--- config.mk ---
export PLATFORM = sky130hd
export DESIGN_NAME = sync_length_checksum_deframer
export DESIGN_NICKNAME = d
export VERILOG_FILES = /design/src/sv/sldf_pkg.sv /design/src/sv/sldf_csr.sv /design/src/sv/sldf_front.sv /design/src/sv/sldf_fifo.sv /design/src/sv/sldf_back.sv /design/src/sv/sync_length_checksum_deframer.sv
export SDC_FILE = /design/constraint.sdc
export NUM_CORES = 1
export LEC_CHECK = 0
export BUFFER_PORTS_ARGS = -buffer_cell sky130_fd_sc_hd__buf_4
export CAP_MARGIN = 10
export CORE_UTILIZATION = 35
export CTS_BUF_LIST = sky130_fd_sc_hd__clkbuf_4 sky130_fd_sc_hd__clkbuf_8 sky130_fd_sc_hd__clkbuf_16
export DETAILED_ROUTE_END_ITERATION = 10
export GPL_TIMING_DRIVEN = 0
export PLACE_DENSITY = 0.57
export SLEW_MARGIN = 5
export SYNTH_ARGS = -nofsm -noshare
export SYNTH_HDL_FRONTEND = slang
export SYNTH_SLANG_ARGS = --single-unit
--- constraint.sdc ---
create_clock -name clock -period 5.1 [get_ports clock]
set_input_delay 0 -clock clock [delete_from_list [all_inputs] [get_ports clock]]
set_output_delay 0 -clock clock [all_outputs]
set_load 0.02 [all_outputs]
--- src/sv/sldf_pkg.sv ---
`default_nettype none

package sldf_pkg;

   // Register map of the configuration port.
   localparam int CSR_ADDR_W = 4;
   localparam int CSR_DATA_W = 32;

   typedef enum logic [1:0] {
      REG_SYNC_VALUE     = 2'd0,
      REG_FUNCTION_LIMIT = 2'd1,
      REG_LENGTH_LIMIT   = 2'd2,
      REG_UNUSED         = 2'd3
   } reg_index_type;

   localparam logic [7:0] SYNC_VALUE_RESET     = 8'hAA;
   localparam logic [8:0] FUNCTION_LIMIT_RESET = 9'h0F1;
   localparam logic [8:0] LENGTH_LIMIT_RESET   = 9'd100;

   // Function codes of the known sensor frames.
   localparam logic [7:0] CODE_SENSOR_A = 8'h0A;
   localparam logic [7:0] CODE_SENSOR_B = 8'h0D;
   localparam logic [7:0] CODE_SENSOR_C = 8'h0F;
   localparam logic [7:0] CODE_SENSOR_D = 8'h10;

   typedef enum logic [2:0] {
      PH_SYNC1 = 3'd0,
      PH_SYNC2 = 3'd1,
      PH_CODE  = 3'd2,
      PH_LEN   = 3'd3,
      PH_DATA  = 3'd4,
      PH_SUM   = 3'd5
   } phase_type;

   typedef struct packed {
      logic [7:0] sync_value;
      logic [8:0] function_limit;
      logic [8:0] length_limit;
   } config_type;

   typedef struct packed {
      logic       kind;
      logic [7:0] data_byte;
      logic [7:0] function_code;
      logic [7:0] payload_index;
      logic [7:0] frame_length;
      logic       checksum_ok;
      logic       function_known;
   } result_type;

   typedef struct packed {
      logic full;
      logic empty;
   } queue_status_type;

   function automatic logic code_is_known(input logic [7:0] code);
      return (code == CODE_SENSOR_A) || (code == CODE_SENSOR_B) ||
             (code == CODE_SENSOR_C) || (code == CODE_SENSOR_D);
   endfunction

endpackage

`default_nettype wire

--- src/sv/sldf_csr.sv ---
`default_nettype none

module sldf_csr (
   input  wire logic                            clock,
   input  wire logic                            reset,
   input  wire logic                            psel,
   input  wire logic                            penable,
   input  wire logic                            pwrite,
   input  wire logic [sldf_pkg::CSR_ADDR_W-1:0] paddr,
   input  wire logic [sldf_pkg::CSR_DATA_W-1:0] pwdata,
   output logic      [sldf_pkg::CSR_DATA_W-1:0] prdata,
   output logic                                 pready,
   output sldf_pkg::config_type                 cfg
);

   sldf_pkg::config_type cfg_ff;
   sldf_pkg::config_type cfg_in;
   sldf_pkg::reg_index_type index;
   logic write_en;

   assign index    = sldf_pkg::reg_index_type'(paddr[3:2]);
   assign write_en = psel && penable && pwrite;
   assign pready   = 1'b1;
   assign cfg      = cfg_ff;

   always_comb begin
      cfg_in = cfg_ff;
      if (write_en) begin
         case (index)
            sldf_pkg::REG_SYNC_VALUE:     cfg_in.sync_value     = pwdata[7:0];
            sldf_pkg::REG_FUNCTION_LIMIT: cfg_in.function_limit = pwdata[8:0];
            sldf_pkg::REG_LENGTH_LIMIT:   cfg_in.length_limit   = pwdata[8:0];
            default:                      cfg_in = cfg_ff;
         endcase
      end
   end

   always_comb begin
      case (index)
         sldf_pkg::REG_SYNC_VALUE:     prdata = {24'd0, cfg_ff.sync_value};
         sldf_pkg::REG_FUNCTION_LIMIT: prdata = {23'd0, cfg_ff.function_limit};
         sldf_pkg::REG_LENGTH_LIMIT:   prdata = {23'd0, cfg_ff.length_limit};
         default:                      prdata = '0;
      endcase
   end

   always_ff @(posedge clock) begin
      if (reset) begin
         cfg_ff.sync_value     <= sldf_pkg::SYNC_VALUE_RESET;
         cfg_ff.function_limit <= sldf_pkg::FUNCTION_LIMIT_RESET;
         cfg_ff.length_limit   <= sldf_pkg::LENGTH_LIMIT_RESET;
      end else begin
         cfg_ff <= cfg_in;
      end
   end

endmodule

`default_nettype wire

--- src/sv/sldf_front.sv ---
`default_nettype none

// Frame parser: one received byte per cycle while the result queue has room, at most one result item per byte.
module sldf_front (
   input  wire logic                      clock,
   input  wire logic                      reset,
   input  wire sldf_pkg::config_type      cfg,
   input  wire logic                      in_valid,
   input  wire logic [7:0]                in_byte,
   output logic                           in_ready,
   input  wire sldf_pkg::queue_status_type queue_status,
   output logic                           push,
   output sldf_pkg::result_type           push_item
);

   sldf_pkg::phase_type phase_ff, phase_in;
   logic [7:0] remaining_ff, remaining_in;
   logic [7:0] received_ff, received_in;
   logic [7:0] sum_ff, sum_in;
   logic [7:0] function_ff, function_in;
   logic [7:0] length_ff, length_in;

   logic accept;
   logic sync_match;
   logic code_ok;
   logic length_ok;
   logic [7:0] sum_next;

   assign in_ready   = !queue_status.full;
   assign accept     = in_valid && in_ready;
   assign sync_match = (in_byte == cfg.sync_value);
   assign code_ok    = ({1'b0, in_byte} < cfg.function_limit);
   assign length_ok  = ({1'b0, in_byte} < cfg.length_limit);
   assign sum_next   = sum_ff + in_byte;

   // Next phase.
   always_comb begin
      phase_in = phase_ff;
      if (accept) begin
         case (phase_ff)
            sldf_pkg::PH_SYNC1:
               phase_in = sync_match ? sldf_pkg::PH_SYNC2 : sldf_pkg::PH_SYNC1;
            sldf_pkg::PH_SYNC2:
               phase_in = sync_match ? sldf_pkg::PH_CODE : sldf_pkg::PH_SYNC1;
            sldf_pkg::PH_CODE:
               phase_in = code_ok ? sldf_pkg::PH_LEN : sldf_pkg::PH_SYNC1;
            sldf_pkg::PH_LEN:
               phase_in = length_ok ? sldf_pkg::PH_DATA : sldf_pkg::PH_SYNC1;
            sldf_pkg::PH_DATA: begin
               if (remaining_ff == 8'd0) begin
                  phase_in = sldf_pkg::PH_SYNC1;
               end else if (remaining_ff == 8'd1) begin
                  phase_in = sldf_pkg::PH_SUM;
               end else begin
                  phase_in = sldf_pkg::PH_DATA;
               end
            end
            default: phase_in = sldf_pkg::PH_SYNC1;
         endcase
      end
   end

   // Datapath updates and the result item.
   always_comb begin
      remaining_in = remaining_ff;
      received_in  = received_ff;
      sum_in       = sum_ff;
      function_in  = function_ff;
      length_in    = length_ff;
      push         = 1'b0;

      push_item.kind           = 1'b0;
      push_item.data_byte      = in_byte;
      push_item.function_code  = function_ff;
      push_item.payload_index  = received_ff;
      push_item.frame_length   = length_ff;
      push_item.checksum_ok    = 1'b0;
      push_item.function_known = 1'b0;

      if (accept) begin
         case (phase_ff)
            sldf_pkg::PH_SYNC1: begin
               if (sync_match) begin
                  sum_in = in_byte;
               end
            end
            sldf_pkg::PH_SYNC2: begin
               if (sync_match) begin
                  sum_in = sum_next;
               end
            end
            sldf_pkg::PH_CODE: begin
               if (code_ok) begin
                  function_in = in_byte;
                  sum_in      = sum_next;
               end
            end
            sldf_pkg::PH_LEN: begin
               if (length_ok) begin
                  length_in    = in_byte;
                  remaining_in = in_byte;
                  received_in  = 8'd0;
                  sum_in       = sum_next;
               end
            end
            sldf_pkg::PH_DATA: begin
               if (remaining_ff != 8'd0) begin
                  push         = 1'b1;
                  sum_in       = sum_next;
                  remaining_in = remaining_ff - 8'd1;
                  received_in  = received_ff + 8'd1;
               end
            end
            sldf_pkg::PH_SUM: begin
               push                     = 1'b1;
               push_item.kind           = 1'b1;
               push_item.checksum_ok    = (sum_ff == in_byte);
               push_item.function_known = sldf_pkg::code_is_known(function_ff);
            end
            default: push = 1'b0;
         endcase
      end
   end

   always_ff @(posedge clock) begin
      if (reset) begin
         phase_ff <= sldf_pkg::PH_SYNC1;
      end else begin
         phase_ff <= phase_in;
      end
   end

   always_ff @(posedge clock) begin
      remaining_ff <= remaining_in;
      received_ff  <= received_in;
      sum_ff       <= sum_in;
      function_ff  <= function_in;
      length_ff    <= length_in;
   end

endmodule

`default_nettype wire

--- src/sv/sldf_fifo.sv ---
`default_nettype none

module sldf_fifo #(
   parameter int DEPTH = 4
) (
   input  wire logic                  clock,
   input  wire logic                  reset,
   input  wire logic                  push,
   input  wire sldf_pkg::result_type  push_item,
   input  wire logic                  pop,
   output sldf_pkg::result_type       pop_item,
   output sldf_pkg::queue_status_type status
);

   localparam int PTR_W   = (DEPTH > 1) ? $clog2(DEPTH) : 1;
   localparam int COUNT_W = $clog2(DEPTH + 1);

   sldf_pkg::result_type entry_ff [DEPTH];
   logic [PTR_W-1:0]   wr_ptr_ff, wr_ptr_in;
   logic [PTR_W-1:0]   rd_ptr_ff, rd_ptr_in;
   logic [COUNT_W-1:0] count_ff, count_in;

   assign status.full  = (count_ff == COUNT_W'(DEPTH));
   assign status.empty = (count_ff == '0);
   assign pop_item     = entry_ff[rd_ptr_ff];

   always_comb begin
      wr_ptr_in = wr_ptr_ff;
      rd_ptr_in = rd_ptr_ff;
      count_in  = count_ff;
      if (push) begin
         wr_ptr_in = (wr_ptr_ff == PTR_W'(DEPTH - 1)) ? '0 : wr_ptr_ff + 1'b1;
      end
      if (pop) begin
         rd_ptr_in = (rd_ptr_ff == PTR_W'(DEPTH - 1)) ? '0 : rd_ptr_ff + 1'b1;
      end
      if (push && !pop) begin
         count_in = count_ff + 1'b1;
      end else if (pop && !push) begin
         count_in = count_ff - 1'b1;
      end
   end

   always_ff @(posedge clock) begin
      if (reset) begin
         wr_ptr_ff <= '0;
         rd_ptr_ff <= '0;
         count_ff  <= '0;
      end else begin
         wr_ptr_ff <= wr_ptr_in;
         rd_ptr_ff <= rd_ptr_in;
         count_ff  <= count_in;
      end
   end

   always_ff @(posedge clock) begin
      if (push) begin
         entry_ff[wr_ptr_ff] <= push_item;
      end
   end

endmodule

`default_nettype wire

--- src/sv/sldf_back.sv ---
`default_nettype none

// Output stage: moves one queued item per cycle into the result register while it is empty or its item is taken.
module sldf_back (
   input  wire logic                      clock,
   input  wire logic                      reset,
   input  wire sldf_pkg::queue_status_type queue_status,
   input  wire sldf_pkg::result_type      queue_item,
   output logic                           pop,
   output logic                           out_valid,
   output sldf_pkg::result_type           out_item,
   input  wire logic                      out_ready
);

   logic                 valid_ff, valid_in;
   sldf_pkg::result_type item_ff, item_in;

   assign pop       = !queue_status.empty && (!valid_ff || out_ready);
   assign out_valid = valid_ff;
   assign out_item  = item_ff;

   always_comb begin
      valid_in = valid_ff;
      item_in  = item_ff;
      if (pop) begin
         valid_in = 1'b1;
         item_in  = queue_item;
      end else if (out_ready) begin
         valid_in = 1'b0;
      end
   end

   always_ff @(posedge clock) begin
      if (reset) begin
         valid_ff <= 1'b0;
      end else begin
         valid_ff <= valid_in;
      end
   end

   always_ff @(posedge clock) begin
      item_ff <= item_in;
   end

endmodule

`default_nettype wire

--- src/sv/sync_length_checksum_deframer.sv ---
`default_nettype none

// Channel  Direction  Handshake                  Contents
// req      in         req_tvalid / req_tready    tdata[7:0] rx_byte
// rsp      out        rsp_tvalid / rsp_tready    tdata, tuser, tlast (see ports)
// csr      in         psel, penable, pready=1    sync_value, function_limit, length_limit
//
// One received byte is accepted every cycle while the result queue has room.
// The parser writes an item into the queue at the edge that accepts the byte
// causing it; rsp_tvalid rises when the output register takes the item from
// the queue, which it does once it is empty or its item is taken on rsp.
// The parser runs one compare, one 8-bit add and one counter step per byte,
// which sets the rate of one item per cycle while the result queue has room.
// Reset is synchronous; it clears the parser phase, the queue and the output
// register, and loads the register defaults.
// A stall on rsp fills the queue; req_tready falls only when it is full.

module sync_length_checksum_deframer #(
   parameter int QUEUE_DEPTH = 4
) (
   input  wire logic        clock,
   input  wire logic        reset,

   input  wire logic        req_tvalid,
   output logic             req_tready,
   // Fields from bit 0: rx_byte[7:0].
   input  wire logic [7:0]  req_tdata,

   output logic             rsp_tvalid,
   input  wire logic        rsp_tready,
   // Fields from bit 0: data_byte[7:0], function_code[15:8],
   // payload_index[23:16], frame_length[31:24].
   output logic [31:0]      rsp_tdata,
   // Fields from bit 0: checksum_ok[0], function_known[1].
   output logic [1:0]       rsp_tuser,
   // High on the end-of-frame item (checksum byte seen).
   output logic             rsp_tlast,

   input  wire logic                            csr_psel,
   input  wire logic                            csr_penable,
   input  wire logic                            csr_pwrite,
   input  wire logic [sldf_pkg::CSR_ADDR_W-1:0] csr_paddr,
   input  wire logic [sldf_pkg::CSR_DATA_W-1:0] csr_pwdata,
   output logic      [sldf_pkg::CSR_DATA_W-1:0] csr_prdata,
   output logic                                 csr_pready
);

   sldf_pkg::config_type       cfg;
   sldf_pkg::queue_status_type queue_status;
   sldf_pkg::result_type       push_item;
   sldf_pkg::result_type       queue_item;
   sldf_pkg::result_type       out_item;
   logic                       push;
   logic                       pop;

   // Configuration registers; they are to be written only while no frame is in flight, which the user ensures.
   sldf_csr u_csr (
      .clock   (clock),
      .reset   (reset),
      .psel    (csr_psel),
      .penable (csr_penable),
      .pwrite  (csr_pwrite),
      .paddr   (csr_paddr),
      .pwdata  (csr_pwdata),
      .prdata  (csr_prdata),
      .pready  (csr_pready),
      .cfg     (cfg)
   );

   // Front: the sync, code, length, payload and checksum parser.
   sldf_front u_front (
      .clock        (clock),
      .reset        (reset),
      .cfg          (cfg),
      .in_valid     (req_tvalid),
      .in_byte      (req_tdata),
      .in_ready     (req_tready),
      .queue_status (queue_status),
      .push         (push),
      .push_item    (push_item)
   );

   // Short queue that lets the parser keep running while rsp is stalled.
   sldf_fifo #(
      .DEPTH (QUEUE_DEPTH)
   ) u_fifo (
      .clock     (clock),
      .reset     (reset),
      .push      (push),
      .push_item (push_item),
      .pop       (pop),
      .pop_item  (queue_item),
      .status    (queue_status)
   );

   // Back: the registered output stage.
   sldf_back u_back (
      .clock        (clock),
      .reset        (reset),
      .queue_status (queue_status),
      .queue_item   (queue_item),
      .pop          (pop),
      .out_valid    (rsp_tvalid),
      .out_item     (out_item),
      .out_ready    (rsp_tready)
   );

   assign rsp_tdata = {out_item.frame_length, out_item.payload_index,
                       out_item.function_code, out_item.data_byte};
   assign rsp_tuser = {out_item.function_known, out_item.checksum_ok};
   assign rsp_tlast = out_item.kind;

endmodule

`default_nettype wire

==> out/results.txt <==
reg-to-reg startpoint: u_front.remaining_ff[0]
largest net degree at the start of global routing: 31
Peak Freq: 0.3628 GHz
first-pass GRT wire length: 34.64 mm
crit path launch type: flip-flop
EDFF count, synth: 215
drt first pass iters: 4
clk_skew: 0.008904 ns
Sw Pwr: 1461 uW
DR iter-0 viols: 348
fin nets: 930
Seq. cell area: 7197 um^2
Hold Crit Class: in2reg
WL final: 21.45 mm
Avg Inst Size Synth: 15.34 um^2
CTS Buffer Depth: 3
worst skew pair latency: 0.54 ns
period utilization: 0.5405
clock transition at the registers of the reported paths: 0.06 ns
H-Tree Level Count: 1
number of gates resized after CTS: 0
Max-cap violations: 0
static leakage: 0.004580 uW
CTS tree: yes
internal power of the cells: 4180 uW
endpoint type of the worst setup path: flip-flop
Critical path origin: u_front.remaining_ff[0]
io pins: 121
vias in the first global route: 6105
Initial Utilization: 0.3572
critical path class: reg2reg
# diodes: 0
synthesized flop and latch total: 252
cell area power density: 431.9 nW/um^2
Synth async-reset ratio: 0
net switching fraction of the power: 0.2590
die area: 31030 um^2
Comb power frac: 0.195
worst slew pin tran: 0.8895 ns
synthesized area: 10620 um^2
Worst Reg-to-Reg Cells: 9
Die X: 176.2 um
grt ovf: 0
vias per cell: 4.780
final hold violations: 0
reg2reg setup slack: 2.34 ns
number of I/O port buffers: 71
Slew headroom: 0.4051
Core Region: 29720 um^2
total negative slack: 0 ns
synth unique cells: 50
ANT nets after route: 0
routed vias: 6009
CTS Root Cell: clkbuf_16
# fillers: 2685
share of post-route cells with drive strength above 1: 0.2445
RSZ-0062 raised after global routing: false
Seq/Total Area, Yosys: 0.6779
area occupied by multi-input gates: 3142 um^2
placed cell areas: 11870 um^2
Clock Power Share: 0.360
die height: 176.2 um
Main synth FF type: edfxtp_1
clk sinks: 252
fin. max-slew vios: 0
commonest non-fill, non-tap cell in the layout: edfxtp_1
# DRC: 0
Hold Buf Count CTS: 26
postcts setup bufs: 0
Worst R2R End: u_fifo.count_ff[2]
CTS Buf Count: 27
fin area: 13060 um^2
YS warnings: 0
worst-path fanout max: 7
Sequential Power Share: 0.445
Layout area overhead: 23.02%
Worst Path Required: 5.57 ns
Syn Inst Count: 692
final hold slack: 0.009566 ns
hpwl dp: 13.97 mm
Avg WL per Cell: 17.07 um
Worst EP arrival: 3.23 ns
Tot Pwr: 5641 uW
post-layout minimum cycle time: 2.757 ns
gr usage total: 0.1452
final RePlAce weighted congestion: 0.7976
Rows: 63
commonest non-fill, non-tap cells in the layout: edfxtp_1, buf_4, nand2_1
status: completed
Final setup viols: 0
initial antenna violation count: 0
CP Capture Point: u_fifo.count_ff[2]
worst vdd ir: 0.2525 mV
[worst min path at each step]
stage / from / to / slack (ns) / cells after the start
after global routing: csr_penable / u_csr.cfg[3] / 0.03 / 4
after floorplan: req_tdata[0] / u_fifo.entry_ff[0][26] / 0.1 / 0
after detailed placement: csr_pwdata[3] / u_csr.cfg[21] / 0.24 / 2
final: csr_penable / u_csr.cfg[1] / 0.01 / 4
after CTS: csr_penable / u_csr.cfg[1] / 0.009 / 4
after global placement: csr_pwdata[6] / u_csr.cfg[15] / 0.24 / 2
[power groups by stage]
stage / Clock, uW / Combinational (uW) / Sequential, uW
after floorplan: 0 / 475 / 2760
after global placement: 0 / 1070 / 2570
after detailed placement: 0 / 1110 / 2560
after CTS: 2080 / 1130 / 2520
after global routing: 2160 / 1200 / 2530
final: 2030 / 1100 / 2510
[state kept, by name (all words and copies together) (netlist names), 8 cells and up]
name                  cells
u_fifo.entry_ff         140
u_back.out_item          35
u_csr.cfg                26
u_front.function_ff       8
u_front.length_ff         8
u_front.received_ff       8
u_front.remaining_ff      8
u_front.sum_ff            8
[final cells by class]
| class | instances | area share |
|---|---|---|
| sequential | 252 | 0.5511 |
| multi-input combinational | 384 | 0.2406 |
| timing repair buffer | 103 | 0.06898 |
| clock buffer | 29 | 0.05288 |
| tap | 390 | 0.03736 |
| buffer | 50 | 0.02261 |
| clock inverter | 21 | 0.01849 |
| inverter | 28 | 0.008048 |
[worst max-delay path: stages, from the launching register on]
cell and delay [ns]:
edfxtp_1 0.46, inv_1 0.09, ha_1 0.24, a311oi_2 0.52, ha_1 0.29, inv_1 0.07, fa_1 0.38, xor2_1 0.18
or3_1 0.30, a21oi_1 0.14
[synthesized netlist by cell type, types with 2 or more instances]
| cell type | number | area share |
|---|---|---|
| or3_1 | 2 | 0.0012 |
| nand4b_1 | 2 | 0.0017 |
| inv_1 | 28 | 0.0099 |
| and2_1 | 5 | 0.0029 |
| o32ai_1 | 2 | 0.0017 |
| xnor2_1 | 17 | 0.014 |
| nor3_1 | 7 | 0.0033 |
| conb_1 | 2 | 0.00071 |
| o31ai_1 | 3 | 0.0021 |
| o21ai_0 | 28 | 0.013 |
| xor2_1 | 10 | 0.0082 |
| buf_2 | 14 | 0.0066 |
| nand2_1 | 47 | 0.017 |
| nand4_1 | 5 | 0.0029 |
| dfxtp_1 | 37 | 0.070 |
| nor4_1 | 4 | 0.0024 |
| nor2_1 | 44 | 0.016 |
| fa_1 | 2 | 0.0038 |
| a211oi_1 | 4 | 0.0028 |
| a21oi_1 | 19 | 0.0090 |
| buf_4 | 24 | 0.017 |
| nand2b_1 | 2 | 0.0012 |
| nand3_1 | 13 | 0.0061 |
| ha_1 | 31 | 0.037 |
| a211o_1 | 14 | 0.012 |
| edfxtp_1 | 215 | 0.61 |
| a21boi_0 | 2 | 0.0014 |
| or3b_2 | 2 | 0.0017 |
| mux4_2 | 35 | 0.074 |
| clkbuf_1 | 11 | 0.0039 |
| mux2i_1 | 20 | 0.019 |
| nor3b_1 | 10 | 0.0071 |
| nor2b_1 | 9 | 0.0053 |
| nand3b_1 | 4 | 0.0028 |
| nor4b_1 | 3 | 0.0025 |
[logic make-up (layout without fill, tap and decap cells)]
family,count (synthesis),in the layout,share of synthesized area
AO/OA/AOI/OAI,78,78,0.04773
XOR/XNOR,27,27,0.02227
adder cells (fa/ha/maj),33,33,0.04031
buffers and inverters,78,231,0.03771
flip-flops,252,252,0.6779
multiplexers,56,56,0.09417
other,2,24,0.0007074
AND/OR/NAND/NOR,166,166,0.07920
[routing by layer]
layer,GRT usage,up-vias,routed length [um]
met1,0.2002,2942,9865
met5,0,-,0
met3,0.02175,40,1078
met2,0.2392,138,9977
li1,-,2889,-
met4,0.03841,0,533
[through the flow]
step                  util  cells  setup slack, ns
floorplan                -    714            1.490
global placement    0.3944   1175           0.2704
detailed placement  0.3994   1181            2.309
CTS                 0.4395   1257            2.296
global route        0.4395   1257            2.051
finish              0.4395   1257            2.343
Note: power is estimated with default switching activity, not from simulation.
